==> config.mk <==
export PLATFORM = sky130hd
export DESIGN_NAME = nested_ring_run_scanner
export DESIGN_NICKNAME = d
export VERILOG_FILES = /design/src/sv/nrrs_pkg.sv /design/src/sv/nrrs_scan.sv /design/src/sv/nested_ring_run_scanner.sv
export SDC_FILE = /design/constraint.sdc
export NUM_CORES = 1
export LEC_CHECK = 0
export ABC_AREA = 1
export BUFFER_PORTS_ARGS = -buffer_cell sky130_fd_sc_hd__buf_2
export CAP_MARGIN = 20
export CORE_MARGIN = 5
export CORE_UTILIZATION = 40
export CTS_CLUSTER_SIZE = 40
export DETAILED_ROUTE_END_ITERATION = 8
export PLACE_DENSITY_LB_ADDON = 0.25
export SYNTH_ARGS = -nofsm -noshare
export SYNTH_HDL_FRONTEND = slang
export SYNTH_SLANG_ARGS = --single-unit
==> constraint.sdc <==
create_clock -name aclk -period 13.1 [get_ports aclk]
set_input_delay 1.31 -clock aclk [delete_from_list [all_inputs] [get_ports aclk]]
set_output_delay 1.31 -clock aclk [all_outputs]
set_load 0.1 [all_outputs]
==> src/sv/nrrs_pkg.sv <==
`default_nettype none
// ----------------------------------------------------------------------------
// nrrs_pkg
// Shared constants and types of the nested ring run scanner.
// ----------------------------------------------------------------------------
package nrrs_pkg;

    localparam int MAX_LINE = 4096;
    localparam int POS_W    = $clog2(MAX_LINE + 1);
    localparam int PAT_W    = $clog2(MAX_LINE);
    localparam int RUN_W    = 13;
    localparam int OFS_W    = 12;
    localparam int HIT_W    = 13;
    localparam int SIZE_W   = 11;
    localparam int NUM_W    = 6;
    localparam int DEN_W    = 6;
    localparam int FLIP_W   = 4;
    localparam int CFG_IDX_W  = 2;
    localparam int CFG_DATA_W = 6;

    localparam logic [NUM_W-1:0]  RATIO_NUM_RST  = NUM_W'(18);
    localparam logic [DEN_W-1:0]  RATIO_DEN_RST  = DEN_W'(25);
    localparam logic [FLIP_W-1:0] RING_FLIPS_RST = FLIP_W'(8);

    typedef enum logic [CFG_IDX_W-1:0] {
        CFG_RATIO_NUM  = 2'd0,
        CFG_RATIO_DEN  = 2'd1,
        CFG_RING_FLIPS = 2'd2
    } cfg_index_t;

    typedef enum logic [2:0] {
        ST_LEAD   = 3'd1,
        ST_WHITE  = 3'd2,
        ST_RING_B = 3'd3,
        ST_RING_W = 3'd4,
        ST_FINAL  = 3'd5
    } scan_state_t;

    typedef struct packed {
        logic [NUM_W-1:0]  ratio_num;
        logic [DEN_W-1:0]  ratio_den;
        logic [FLIP_W-1:0] ring_flips;
    } cfg_t;

    typedef struct packed {
        logic             line_start;
        logic             pixel_white;
        logic [OFS_W-1:0] x_offset;
        logic [OFS_W-1:0] y_offset;
        logic             horizontal;
    } pix_item_t;

    typedef struct packed {
        logic              valid;
        logic [HIT_W-1:0]  hit_x;
        logic [HIT_W-1:0]  hit_y;
        logic [SIZE_W-1:0] ring_size;
        logic              hit_horizontal;
    } hit_t;

endpackage
`default_nettype wire

==> src/sv/nrrs_scan.sv <==
`default_nettype none
// ----------------------------------------------------------------------------
// nrrs_scan
// Run-length state machine: updates the scan state for one pixel per step
// and forms the hit of that pixel.
// ----------------------------------------------------------------------------
module nrrs_scan
    import nrrs_pkg::*;
(
    input  wire logic      aclk,
    input  wire logic      aresetn,
    input  wire logic      step_en,
    input  wire pix_item_t item,
    input  wire cfg_t      cfg,
    output hit_t           hit
);

    scan_state_t       state_reg,      state_next;
    logic [FLIP_W-1:0] flips_reg,      flips_next;
    logic [RUN_W-1:0]  run_cur_reg,    run_cur_next;
    logic [RUN_W-1:0]  run_prev_reg,   run_prev_next;
    logic [PAT_W-1:0]  pat_start_reg,  pat_start_next;
    logic [PAT_W-1:0]  pat_end_reg,    pat_end_next;
    logic [POS_W-1:0]  pos_reg,        pos_next;
    logic              last_white_reg, last_white_next;

    always_ff @(posedge aclk) begin
        if (!aresetn) begin
            state_reg      <= ST_LEAD;
            flips_reg      <= '0;
            run_cur_reg    <= '0;
            run_prev_reg   <= '0;
            pat_start_reg  <= '0;
            pat_end_reg    <= '0;
            pos_reg        <= '0;
            last_white_reg <= 1'b0;
        end else if (step_en) begin
            state_reg      <= state_next;
            flips_reg      <= flips_next;
            run_cur_reg    <= run_cur_next;
            run_prev_reg   <= run_prev_next;
            pat_start_reg  <= pat_start_next;
            pat_end_reg    <= pat_end_next;
            pos_reg        <= pos_next;
            last_white_reg <= last_white_next;
        end
    end

    always_comb begin
        scan_state_t       st;
        logic [FLIP_W-1:0] fl;
        logic [RUN_W-1:0]  rc;
        logic [RUN_W-1:0]  rp;
        logic [PAT_W-1:0]  ps;
        logic [PAT_W-1:0]  pe;
        logic [POS_W-1:0]  i;
        logic [POS_W-1:0]  i_dec;
        logic              lw;
        logic              pw;
        logic [RUN_W-1:0]  mx;
        logic [RUN_W:0]    sum;
        logic [RUN_W+DEN_W:0] lhs;
        logic [RUN_W+NUM_W:0] rhs;
        logic              bal;
        logic              unbal;
        logic [PAT_W-1:0]  half;
        logic [PAT_W-1:0]  center;

        pw = item.pixel_white;
        if (item.line_start) begin
            st = ST_LEAD;
            fl = '0;
            rc = '0;
            rp = '0;
            ps = '0;
            pe = '0;
            i  = '0;
            lw = pw;
        end else begin
            st = state_reg;
            fl = flips_reg;
            rc = run_cur_reg;
            rp = run_prev_reg;
            ps = pat_start_reg;
            pe = pat_end_reg;
            i  = pos_reg;
            lw = last_white_reg;
        end

        if (pw == lw && rc != {RUN_W{1'b1}}) begin
            rc = rc + RUN_W'(1);
        end

        mx    = (rc > rp) ? rc : rp;
        sum   = {1'b0, rc} + {1'b0, rp};
        lhs   = (RUN_W+DEN_W+1)'(mx) * (RUN_W+DEN_W+1)'(cfg.ratio_den);
        rhs   = (RUN_W+NUM_W+1)'(sum) * (RUN_W+NUM_W+1)'(cfg.ratio_num);
        bal   = (sum != '0) && ((RUN_W+NUM_W+1)'(lhs) < rhs);
        unbal = (sum != '0) && !bal;

        i_dec = (i == '0) ? '0 : i - POS_W'(1);

        state_next      = st;
        flips_next      = fl;
        run_cur_next    = rc;
        run_prev_next   = rp;
        pat_start_next  = ps;
        pat_end_next    = pe;
        last_white_next = pw;
        pos_next        = (i < POS_W'(MAX_LINE)) ? i + POS_W'(1) : POS_W'(MAX_LINE);

        half   = (pe >= ps) ? ((pe - ps) >> 1) : '0;
        center = ps + half;

        hit.valid          = 1'b0;
        hit.hit_x          = item.horizontal ? HIT_W'(center) + HIT_W'(item.x_offset)
                                             : HIT_W'(item.x_offset);
        hit.hit_y          = item.horizontal ? HIT_W'(item.y_offset)
                                             : HIT_W'(center) + HIT_W'(item.y_offset);
        hit.ring_size      = SIZE_W'(half);
        hit.hit_horizontal = item.horizontal;

        case (st)
            ST_LEAD: begin
                if (pw) begin
                    state_next     = ST_WHITE;
                    run_prev_next  = rc;
                    run_cur_next   = RUN_W'(1);
                    pat_start_next = (i > POS_W'(MAX_LINE - 1)) ? PAT_W'(MAX_LINE - 1)
                                                                : PAT_W'(i);
                end
            end
            ST_WHITE: begin
                if (!pw) begin
                    if (rc < rp) begin
                        state_next = ST_RING_B;
                        flips_next = FLIP_W'(1);
                    end else begin
                        state_next = ST_LEAD;
                    end
                    run_prev_next = rc;
                    run_cur_next  = RUN_W'(1);
                end
            end
            ST_RING_B: begin
                if (pw) begin
                    run_prev_next = rc;
                    run_cur_next  = RUN_W'(1);
                    if (bal) begin
                        state_next = ST_RING_W;
                        flips_next = fl + FLIP_W'(1);
                    end else begin
                        state_next = ST_WHITE;
                    end
                end else if (rc > rp && unbal) begin
                    state_next = ST_LEAD;
                end
            end
            ST_RING_W: begin
                if (!pw) begin
                    pat_end_next  = (i_dec > POS_W'(MAX_LINE - 1)) ? PAT_W'(MAX_LINE - 1)
                                                                   : PAT_W'(i_dec);
                    run_prev_next = rc;
                    run_cur_next  = RUN_W'(1);
                    if (bal) begin
                        if (fl == cfg.ring_flips) begin
                            state_next = ST_FINAL;
                        end else begin
                            state_next = ST_RING_B;
                            flips_next = fl + FLIP_W'(1);
                        end
                    end else begin
                        state_next = ST_LEAD;
                    end
                end else if (rc > rp && unbal) begin
                    state_next = ST_WHITE;
                end
            end
            ST_FINAL: begin
                if (pw) begin
                    if (rc < rp) begin
                        state_next = ST_LEAD;
                    end else begin
                        hit.valid = 1'b1;
                    end
                end else if (rc > rp && unbal) begin
                    state_next = ST_LEAD;
                end
            end
            default: begin
                state_next = ST_LEAD;
            end
        endcase
    end

    a_pos_bound: assert property (@(posedge aclk) disable iff (!aresetn)
        pos_reg <= POS_W'(MAX_LINE))
        else $error("pixel position above line limit");

    a_hit_final: assert property (@(posedge aclk) disable iff (!aresetn)
        hit.valid |-> item.pixel_white && !item.line_start && state_reg == ST_FINAL)
        else $error("hit outside final state");

    a_run_nonzero: assert property (@(posedge aclk) disable iff (!aresetn)
        state_reg != ST_LEAD |-> run_cur_reg != '0)
        else $error("empty run while inside a pattern");

endmodule
`default_nettype wire

==> src/sv/nested_ring_run_scanner.sv <==
`default_nettype none
// ----------------------------------------------------------------------------
// nested_ring_run_scanner
// Scans a binary line for the run-length signature of a nested ring marker.
// ----------------------------------------------------------------------------
// Takes one pixel per cycle and keeps that rate under any stall pattern that
// leaves both channels moving. A pixel sits in the input register, the scan
// state machine updates from it, and a hit, if any, lands in the result
// register. While a hit waits to be taken, the input register holds one
// more pixel and the input stalls until the hit leaves. Assert the line
// start flag on the first pixel of each line; hits give the marker center
// plus the offset, half the pattern width and the scan orientation.
// Write the ratio and flip registers only while no pixel is in flight.
// ----------------------------------------------------------------------------
module nested_ring_run_scanner
    import nrrs_pkg::*;
(
    input  wire logic                  aclk,
    input  wire logic                  aresetn,

    input  wire logic                  cfg_we,
    input  wire logic [CFG_IDX_W-1:0]  cfg_index,
    input  wire logic [CFG_DATA_W-1:0] cfg_data,

    input  wire logic                  s_tvalid,
    output logic                       s_tready,
    input  wire logic [31:0]           s_tdata,  // pixel_white, x_offset, y_offset
    input  wire logic [1:0]            s_tuser,  // line_start, horizontal

    output logic                       m_tvalid,
    input  wire logic                  m_tready,
    output logic [39:0]                m_tdata,  // hit_x, hit_y, ring_size
    output logic [0:0]                 m_tuser   // hit_horizontal
);

    cfg_t      cfg_reg;
    logic      in_valid_reg, in_valid_next;
    pix_item_t in_item_reg;
    logic      out_valid_reg, out_valid_next;
    hit_t      out_hit_reg;
    hit_t      scan_hit;
    logic      out_free;
    logic      fire;
    logic      s_take;

    assign out_free = !out_valid_reg || m_tready;
    assign fire     = in_valid_reg && out_free;
    assign s_tready = !in_valid_reg || out_free;
    assign s_take   = s_tvalid && s_tready;

    always_ff @(posedge aclk) begin
        if (!aresetn) begin
            cfg_reg.ratio_num  <= RATIO_NUM_RST;
            cfg_reg.ratio_den  <= RATIO_DEN_RST;
            cfg_reg.ring_flips <= RING_FLIPS_RST;
        end else if (cfg_we) begin
            case (cfg_index)
                CFG_RATIO_NUM:  cfg_reg.ratio_num  <= NUM_W'(cfg_data);
                CFG_RATIO_DEN:  cfg_reg.ratio_den  <= DEN_W'(cfg_data);
                CFG_RING_FLIPS: cfg_reg.ring_flips <= FLIP_W'(cfg_data);
                default: begin
                end
            endcase
        end
    end

    always_comb begin
        in_valid_next  = s_take || (in_valid_reg && !fire);
        out_valid_next = fire ? scan_hit.valid : (out_valid_reg && !m_tready);
    end

    always_ff @(posedge aclk) begin
        if (!aresetn) begin
            in_valid_reg  <= 1'b0;
            out_valid_reg <= 1'b0;
        end else begin
            in_valid_reg  <= in_valid_next;
            out_valid_reg <= out_valid_next;
        end
    end

    // hold the item while the result side is stalled
    always_ff @(posedge aclk) begin
        if (s_take) begin
            in_item_reg.line_start  <= s_tuser[0];
            in_item_reg.pixel_white <= s_tdata[0];
            in_item_reg.x_offset    <= s_tdata[OFS_W:1];
            in_item_reg.y_offset    <= s_tdata[2*OFS_W:OFS_W+1];
            in_item_reg.horizontal  <= s_tuser[1];
        end
        if (fire && scan_hit.valid) begin
            out_hit_reg <= scan_hit;
        end
    end

    nrrs_scan u_scan (
        .aclk    (aclk),
        .aresetn (aresetn),
        .step_en (fire),
        .item    (in_item_reg),
        .cfg     (cfg_reg),
        .hit     (scan_hit)
    );

    assign m_tvalid = out_valid_reg;
    assign m_tdata  = {3'b000, out_hit_reg.ring_size, out_hit_reg.hit_y, out_hit_reg.hit_x};
    assign m_tuser  = out_hit_reg.hit_horizontal;

    a_stall_blocks: assert property (@(posedge aclk) disable iff (!aresetn)
        in_valid_reg && out_valid_reg && !m_tready |-> !s_tready)
        else $error("input taken while item is stalled");

    a_stall_holds: assert property (@(posedge aclk) disable iff (!aresetn)
        in_valid_reg && !out_free |=> in_valid_reg && $stable(in_item_reg))
        else $error("stalled item lost");

    a_hit_lands: assert property (@(posedge aclk) disable iff (!aresetn)
        fire |=> m_tvalid == $past(scan_hit.valid))
        else $error("hit not registered");

    a_empty_ready: assert property (@(posedge aclk) disable iff (!aresetn)
        !in_valid_reg |-> s_tready)
        else $error("input blocked while empty");

endmodule
`default_nettype wire

==> impl_metrics.env, run 1 <==
export IMPL_run_status="completed"
export IMPL_route_vias_total=14000
export IMPL_post_dp_hpwl_um=32500
export IMPL_cts_buffer_depth=2
export IMPL_ys_ff_latch=154
export IMPL_yosysMostFrequentCell="nand2_1"
export IMPL_grt_pass1_vias=13800
export IMPL_worst_setup_path_start_kind="flip-flop"
export IMPL_cts_root_buf="clkbuf_16"
export IMPL_synthTopCellsByCount="nand2_1, inv_1, nor2_1"
export IMPL_regToRegStartpoint="in_item_reg[26]"
export IMPL_wl_met3_um=2000
export IMPL_antenna_found_initial=0
export IMPL_worstSetupPathType="flip-flop to flip-flop"
export IMPL_dieArea_sq_um=43600
export IMPL_fp_dieH_um=209
export IMPL_finalNetCount=2535
export IMPL_port_buffers=79
export IMPL_cp_arrival_ps=11250
export IMPL_largest_register_ff_count=37
export IMPL_worst_pin_slew_ps=1080
export IMPL_slowest_delay_ps=850
export IMPL_postCtsSetupBuffers=0
export IMPL_synth_async_reset_ratio_pct=0
export IMPL_cts_tree="yes"
export IMPL_synth_top_area_share_pct=12.5
export IMPL_cp_required_ps=13390
export IMPL_min_path_type="flip-flop to flip-flop"
export IMPL_critical_path_slowest_cell="a21oi_1"
export IMPL_worstPathMaxFanout=35
export IMPL_synth_cells=2186
export IMPL_setup_tns_ps=0
export IMPL_n_fill_cell=3951
export IMPL_cts_resized=0
export IMPL_overflow=0
export IMPL_highest_signal_layer="met4"
export IMPL_h_tree_depth=4
export IMPL_end_kind="flip-flop"
export IMPL_yosys_warnings=0
export IMPL_gp_congestion=0.904
export IMPL_setup_worst_path_start="in_item_reg[26]"
export IMPL_ys_flop_type="dfxtp_1"
export IMPL_drc=0
export IMPL_ys_seq_area_share_pct=23.6
export IMPL_io_pins=90
export IMPL_setup_viol=0
export IMPL_ir_worst_vdd_mv=0.0899
export IMPL_max_cap_viol_count=0
export IMPL_synth_area_sq_um=15800
export IMPL_routed_wl_um=41000
export IMPL_rsz0062_at_grt="no"
export IMPL_drt_met1_wl_um=19900
export IMPL_synth_avg_cell_area_sq_um=7.24
export IMPL_leakagePower_nw=8.37
export IMPL_grt_max_degree=63
export IMPL_drive_gt1_share_pct=7.69
export IMPL_dr_pass1_iters=5
export IMPL_clkLatencyLatePin_ps=440
export IMPL_endpoint="u_scan.flips_reg[2]"
export IMPL_die_w_um=209
export IMPL_rows=72
export IMPL_max_freq_mhz=91.2
export IMPL_cts_sinks=154
export IMPL_synth_edff_count=65
export IMPL_rrSetupSlack_ps=2140
export IMPL_power_density_nw_per_um2=124
export IMPL_start_util_pct=40.7
export IMPL_cp_common_cell="nand2_1"
export IMPL_clk_pin_slew_ps=70
export IMPL_period_share_pct=83.7
export IMPL_antenna_cells=0
export IMPL_reg2regPathDepth=51
export IMPL_ctsHoldBuffers=0
export IMPL_drtAntennaViolNets=0
export IMPL_viasPerCell=5.07
export IMPL_finalCriticalPeriod_ps=10960
export IMPL_p_total_w=0.00215
export IMPL_coreArea_sq_um=38900
export IMPL_slew_viol_final=0
export IMPL_wl_per_cell_um=14.8
export IMPL_drt_iter0_drc=1073
export IMPL_numCtsBuffers=17
export IMPL_fin_skew_ps=10.0
export IMPL_grt_pass1_wl_um=68800
export IMPL_r2r_end="u_scan.flips_reg[2]"
export IMPL_grt_use_total_pct=18.8
export IMPL_yosysUniqueCellTypes=53
export IMPL_yosysTopAreaCell="fa_1"
export IMPL_hold_viol=0
export IMPL_synth_area_leaders="fa_1, edfxtp_1, ha_1, dfxtp_1, nand2_1"
export IMPL_syn2layout_area_growth_pct=9.73
export IMPL_slew_headroom_pct=28.1
export IMPL_wl_met2_um=18500
metal layers:
| layer | vias up | global-route usage, % |
|---|---|---|
| met2 | 345 | 30.6 |
| met1 | 6525 | 27.0 |
| met3 | 46 | 2.55 |
| met5 | - | 0 |
| met4 | 0 | 3.40 |
| li1 | 7114 | - |
power breakdown:
group | switching [W] | leakage (nW) | internal [W]
sequential | 0.0000128 | 1.32 | 0.000523
clock | 0.000218 | 0.306 | 0.000324
combinational | 0.000679 | 6.74 | 0.000393
total | 0.000910 | 8.37 | 0.00124
critical path, delay by kind of cell, from the launching register on:
kind,cells,cell delay [ps]
buffers and inverters,6,700
DFF,1,320
AOI/OAI and AO/OA,14,3480
adders and majority gates,7,2880
and+or+nand+nor,22,3060
xor gates and xnor gates,2,330
metrics by stage:
step	hold slack (ps)	setup slack (ps)	cell area, sq um	util [%]	std cells
2_1_floorplan	445	4080	15800	-	2188
3_3_place_gp	451	2340	16700	42.9	2736
3_5_place_dp	455	2290	16700	43.0	2737
4_1_cts	465	2230	17400	44.6	2769
5_1_grt	475	1280	17400	44.6	2769
6_report	465	2140	17400	44.6	2769
cells in the final DEF, fill, tap and decap left out, drive strengths merged, types with 65 or more instances in the layout:
| master | count |
|---|---|
| nand2 | 440 |
| inv | 419 |
| nor2 | 229 |
| a21oi | 206 |
| ha | 151 |
| o21ai | 125 |
| fa | 99 |
| nand3 | 94 |
| buf | 94 |
| dfxtp | 89 |
| edfxtp | 65 |
worst min-delay path by stage:
| stage | startpoint | endpoint | slack (ps) | cells past startpoint |
|---|---|---|---|---|
| 4_1_cts | u_scan.pat_end_reg[9] | u_scan.pat_end_reg[9] | 470 | 2 |
| 3_3_place_gp | u_scan.pat_end_reg[5] | u_scan.pat_end_reg[5] | 450 | 2 |
| 2_1_floorplan | u_scan.pat_end_reg[10] | u_scan.pat_end_reg[10] | 450 | 2 |
| 6_report | u_scan.pat_start_reg[8] | u_scan.pat_start_reg[8] | 460 | 2 |
| 3_5_place_dp | u_scan.pat_end_reg[9] | u_scan.pat_end_reg[9] | 460 | 2 |
| 5_1_grt | u_scan.pat_start_reg[4] | u_scan.pat_start_reg[4] | 470 | 2 |
logic make-up (layout without fill, tap and decap cells):
logic type,after synthesis,after routing,share of synthesized area [%]
XOR/XNOR,69,69,3.82
buffers and inverters,477,540,11.6
other,1,3,0.0237
flip-flops,154,154,23.6
AO/OA/AOI/OAI,418,418,14.7
adder cells (fa/ha/maj),250,250,24.5
AND/OR/NAND/NOR,817,817,21.8
final cells by class:
class                   instances  area [sq um]  share of cell area [%]
clock buffers                  17           425                    2.45
clock inverters                15           214                    1.23
inverters                     414          1560                    8.99
multi-input cells            1557         10300                    59.1
flip-flops and latches        154          3730                    21.5
well taps                     518           648                    3.73
repair buffers                 94           515                    2.97
Power figures use the tool's default switching activity.
==> run 2: changes to the inputs <==
- clock period: 13.1 -> 11.35 ns (I/O delays scaled with it)
==> run 2 against run 1 <==
Non-clock buffer count is 1 higher. Die area stayed put. Utilization is 0.15 points lower. Global-route usage is 0.29 points higher. Maximum frequency is 6.3% higher. Register-to-register slack worse by 1100 ps. Critical endpoint is now u_scan.state_reg[1].
==> impl_metrics.env, run 2 (synthesis gave the netlist of run 1 again) <==
export IMPL_fp_dieH_um=209
export IMPL_drt_met1_wl_um=20200
export IMPL_n_fill_cell=3931
export IMPL_dieArea_sq_um=43600
export IMPL_post_dp_hpwl_um=32700
export IMPL_regToRegStartpoint="in_item_reg[26]"
export IMPL_grt_pass1_vias=13900
export IMPL_coreArea_sq_um=38900
export IMPL_ctsHoldBuffers=0
export IMPL_final_util_pct=44.5
export IMPL_regArea_sq_um=3730
export IMPL_cp_required_ps=11720
export IMPL_rsz0062_at_grt="no"
export IMPL_cts_buffer_depth=2
export IMPL_min_path_type="flip-flop to flip-flop"
export IMPL_slew_headroom_pct=27.6
export IMPL_antenna_found_initial=0
export IMPL_worst_setup_path_start_kind="flip-flop"
export IMPL_grt_pass1_wl_um=69600
export IMPL_hold_viol=0
export IMPL_postCtsSetupBuffers=0
export IMPL_power_density_nw_per_um2=140
export IMPL_leakagePower_nw=8.34
export IMPL_worstSetupPathType="flip-flop to flip-flop"
export IMPL_cts_root_buf="clkbuf_16"
export IMPL_die_w_um=209
export IMPL_max_cap_viol_count=0
export IMPL_io_pins=90
export IMPL_layout_setup_ws_ps=1040
export IMPL_routed_wl_um=41600
export IMPL_cts_tree="yes"
export IMPL_slew_viol_final=0
export IMPL_finalNetCount=2536
export IMPL_start_util_pct=40.7
export IMPL_highest_signal_layer="met4"
export IMPL_route_vias_total=14200
export IMPL_p_total_w=0.00243
export IMPL_setup_viol=0
export IMPL_clk_pin_slew_ps=70
export IMPL_hold_start="u_scan.pos_reg[6]"
export IMPL_period_share_pct=90.9
export IMPL_wl_per_cell_um=15.0
export IMPL_final_common_cell="nand2_1"
export IMPL_cts_resized=0
export IMPL_numCtsBuffers=17
export IMPL_drtAntennaViolNets=0
export IMPL_worstPathMaxFanout=35
export IMPL_wl_met2_um=18400
export IMPL_cts_sinks=154
export IMPL_max_freq_mhz=97.0
export IMPL_end_kind="flip-flop"
export IMPL_viasPerCell=5.11
export IMPL_cp_arrival_ps=10680
export IMPL_fin_skew_ps=12.0
export IMPL_gp_congestion=0.884
export IMPL_critical_path_slowest_cell="edfxtp_1"
export IMPL_antenna_cells=0
export IMPL_multi_input_area_sq_um=10300
export IMPL_dr_pass1_iters=6
export IMPL_wl_met3_um=2220
export IMPL_drive_gt1_share_pct=7.64
export IMPL_syn2layout_area_growth_pct=9.37
export IMPL_mostFrequentLayoutCells="nand2_1, inv_1, nor2_1"
export IMPL_finalCriticalPeriod_ps=10310
export IMPL_h_tree_depth=4
export IMPL_grt_max_degree=60
export IMPL_clkLatencyLatePin_ps=430
export IMPL_largest_register_ff_count=37
export IMPL_rows=72
export IMPL_drc=0
export IMPL_post_place_ws_ps=1150
export IMPL_worst_pin_slew_ps=1080
export IMPL_drt_iter0_drc=1162
export IMPL_port_buffers=79
export IMPL_ir_worst_vdd_mv=0.106
export IMPL_overflow=0
export IMPL_setup_worst_path_start="in_item_reg[26]"
export IMPL_setup_tns_ps=0
export IMPL_run_status="completed"
export IMPL_slowest_delay_ps=590
export IMPL_grt_use_total_pct=19.1
[run 2: final timing paths]
check                   endpoint  slack [ps]  cells past startpoint
max          u_scan.state_reg[1]        1040                     57
min reg2reg    u_scan.pos_reg[6]         460                      2
max reg2reg  u_scan.state_reg[1]        1040                     57
min            u_scan.pos_reg[6]         460                      2
[run 2: worst max-delay path, delay by kind of cell, from the launching register on]
family                   cells  cell delay (ps)
buffers and inverters        9              860
flip-flops                   1              590
AND/OR/NAND/NOR             23             2620
adder cells (fa/ha/maj)      7             2900
AO/OA/AOI/OAI               16             2880
XOR/XNOR                     2              370
[run 2: report_power, final]
part	internal (W)	switching, W	leakage [nW]	total [W]
clock	0.000324	0.000244	0.275	0.000568
sequential	0.000603	0.0000162	1.32	0.000620
combinational	0.000460	0.000780	6.75	0.00124
total	0.00139	0.00104	8.34	0.00243
[run 2: cell type report]
type	count	area share [%]
flip-flops and latches	154	21.6
repair buffers	95	3.02
clock buffers	18	2.48
clock inverters	14	0.839
multi-input cells	1557	59.3
well taps	518	3.74
inverters	414	9.02
[run 2: through the flow]
stage	cell area, sq um	instances	hold slack (ps)
2_1_floorplan	15800	2188	445
3_3_place_gp	16700	2737	451
3_5_place_dp	16700	2738	455
4_1_cts	17300	2770	465
5_1_grt	17300	2770	485
6_report	17300	2770	463
[run 2: per-layer routing]
layer  up-vias  track usage (%)
li1       7117                -
met1      6631             27.4
met2       368             30.8
met3        46             2.53
met4         0             4.32
met5         -                0
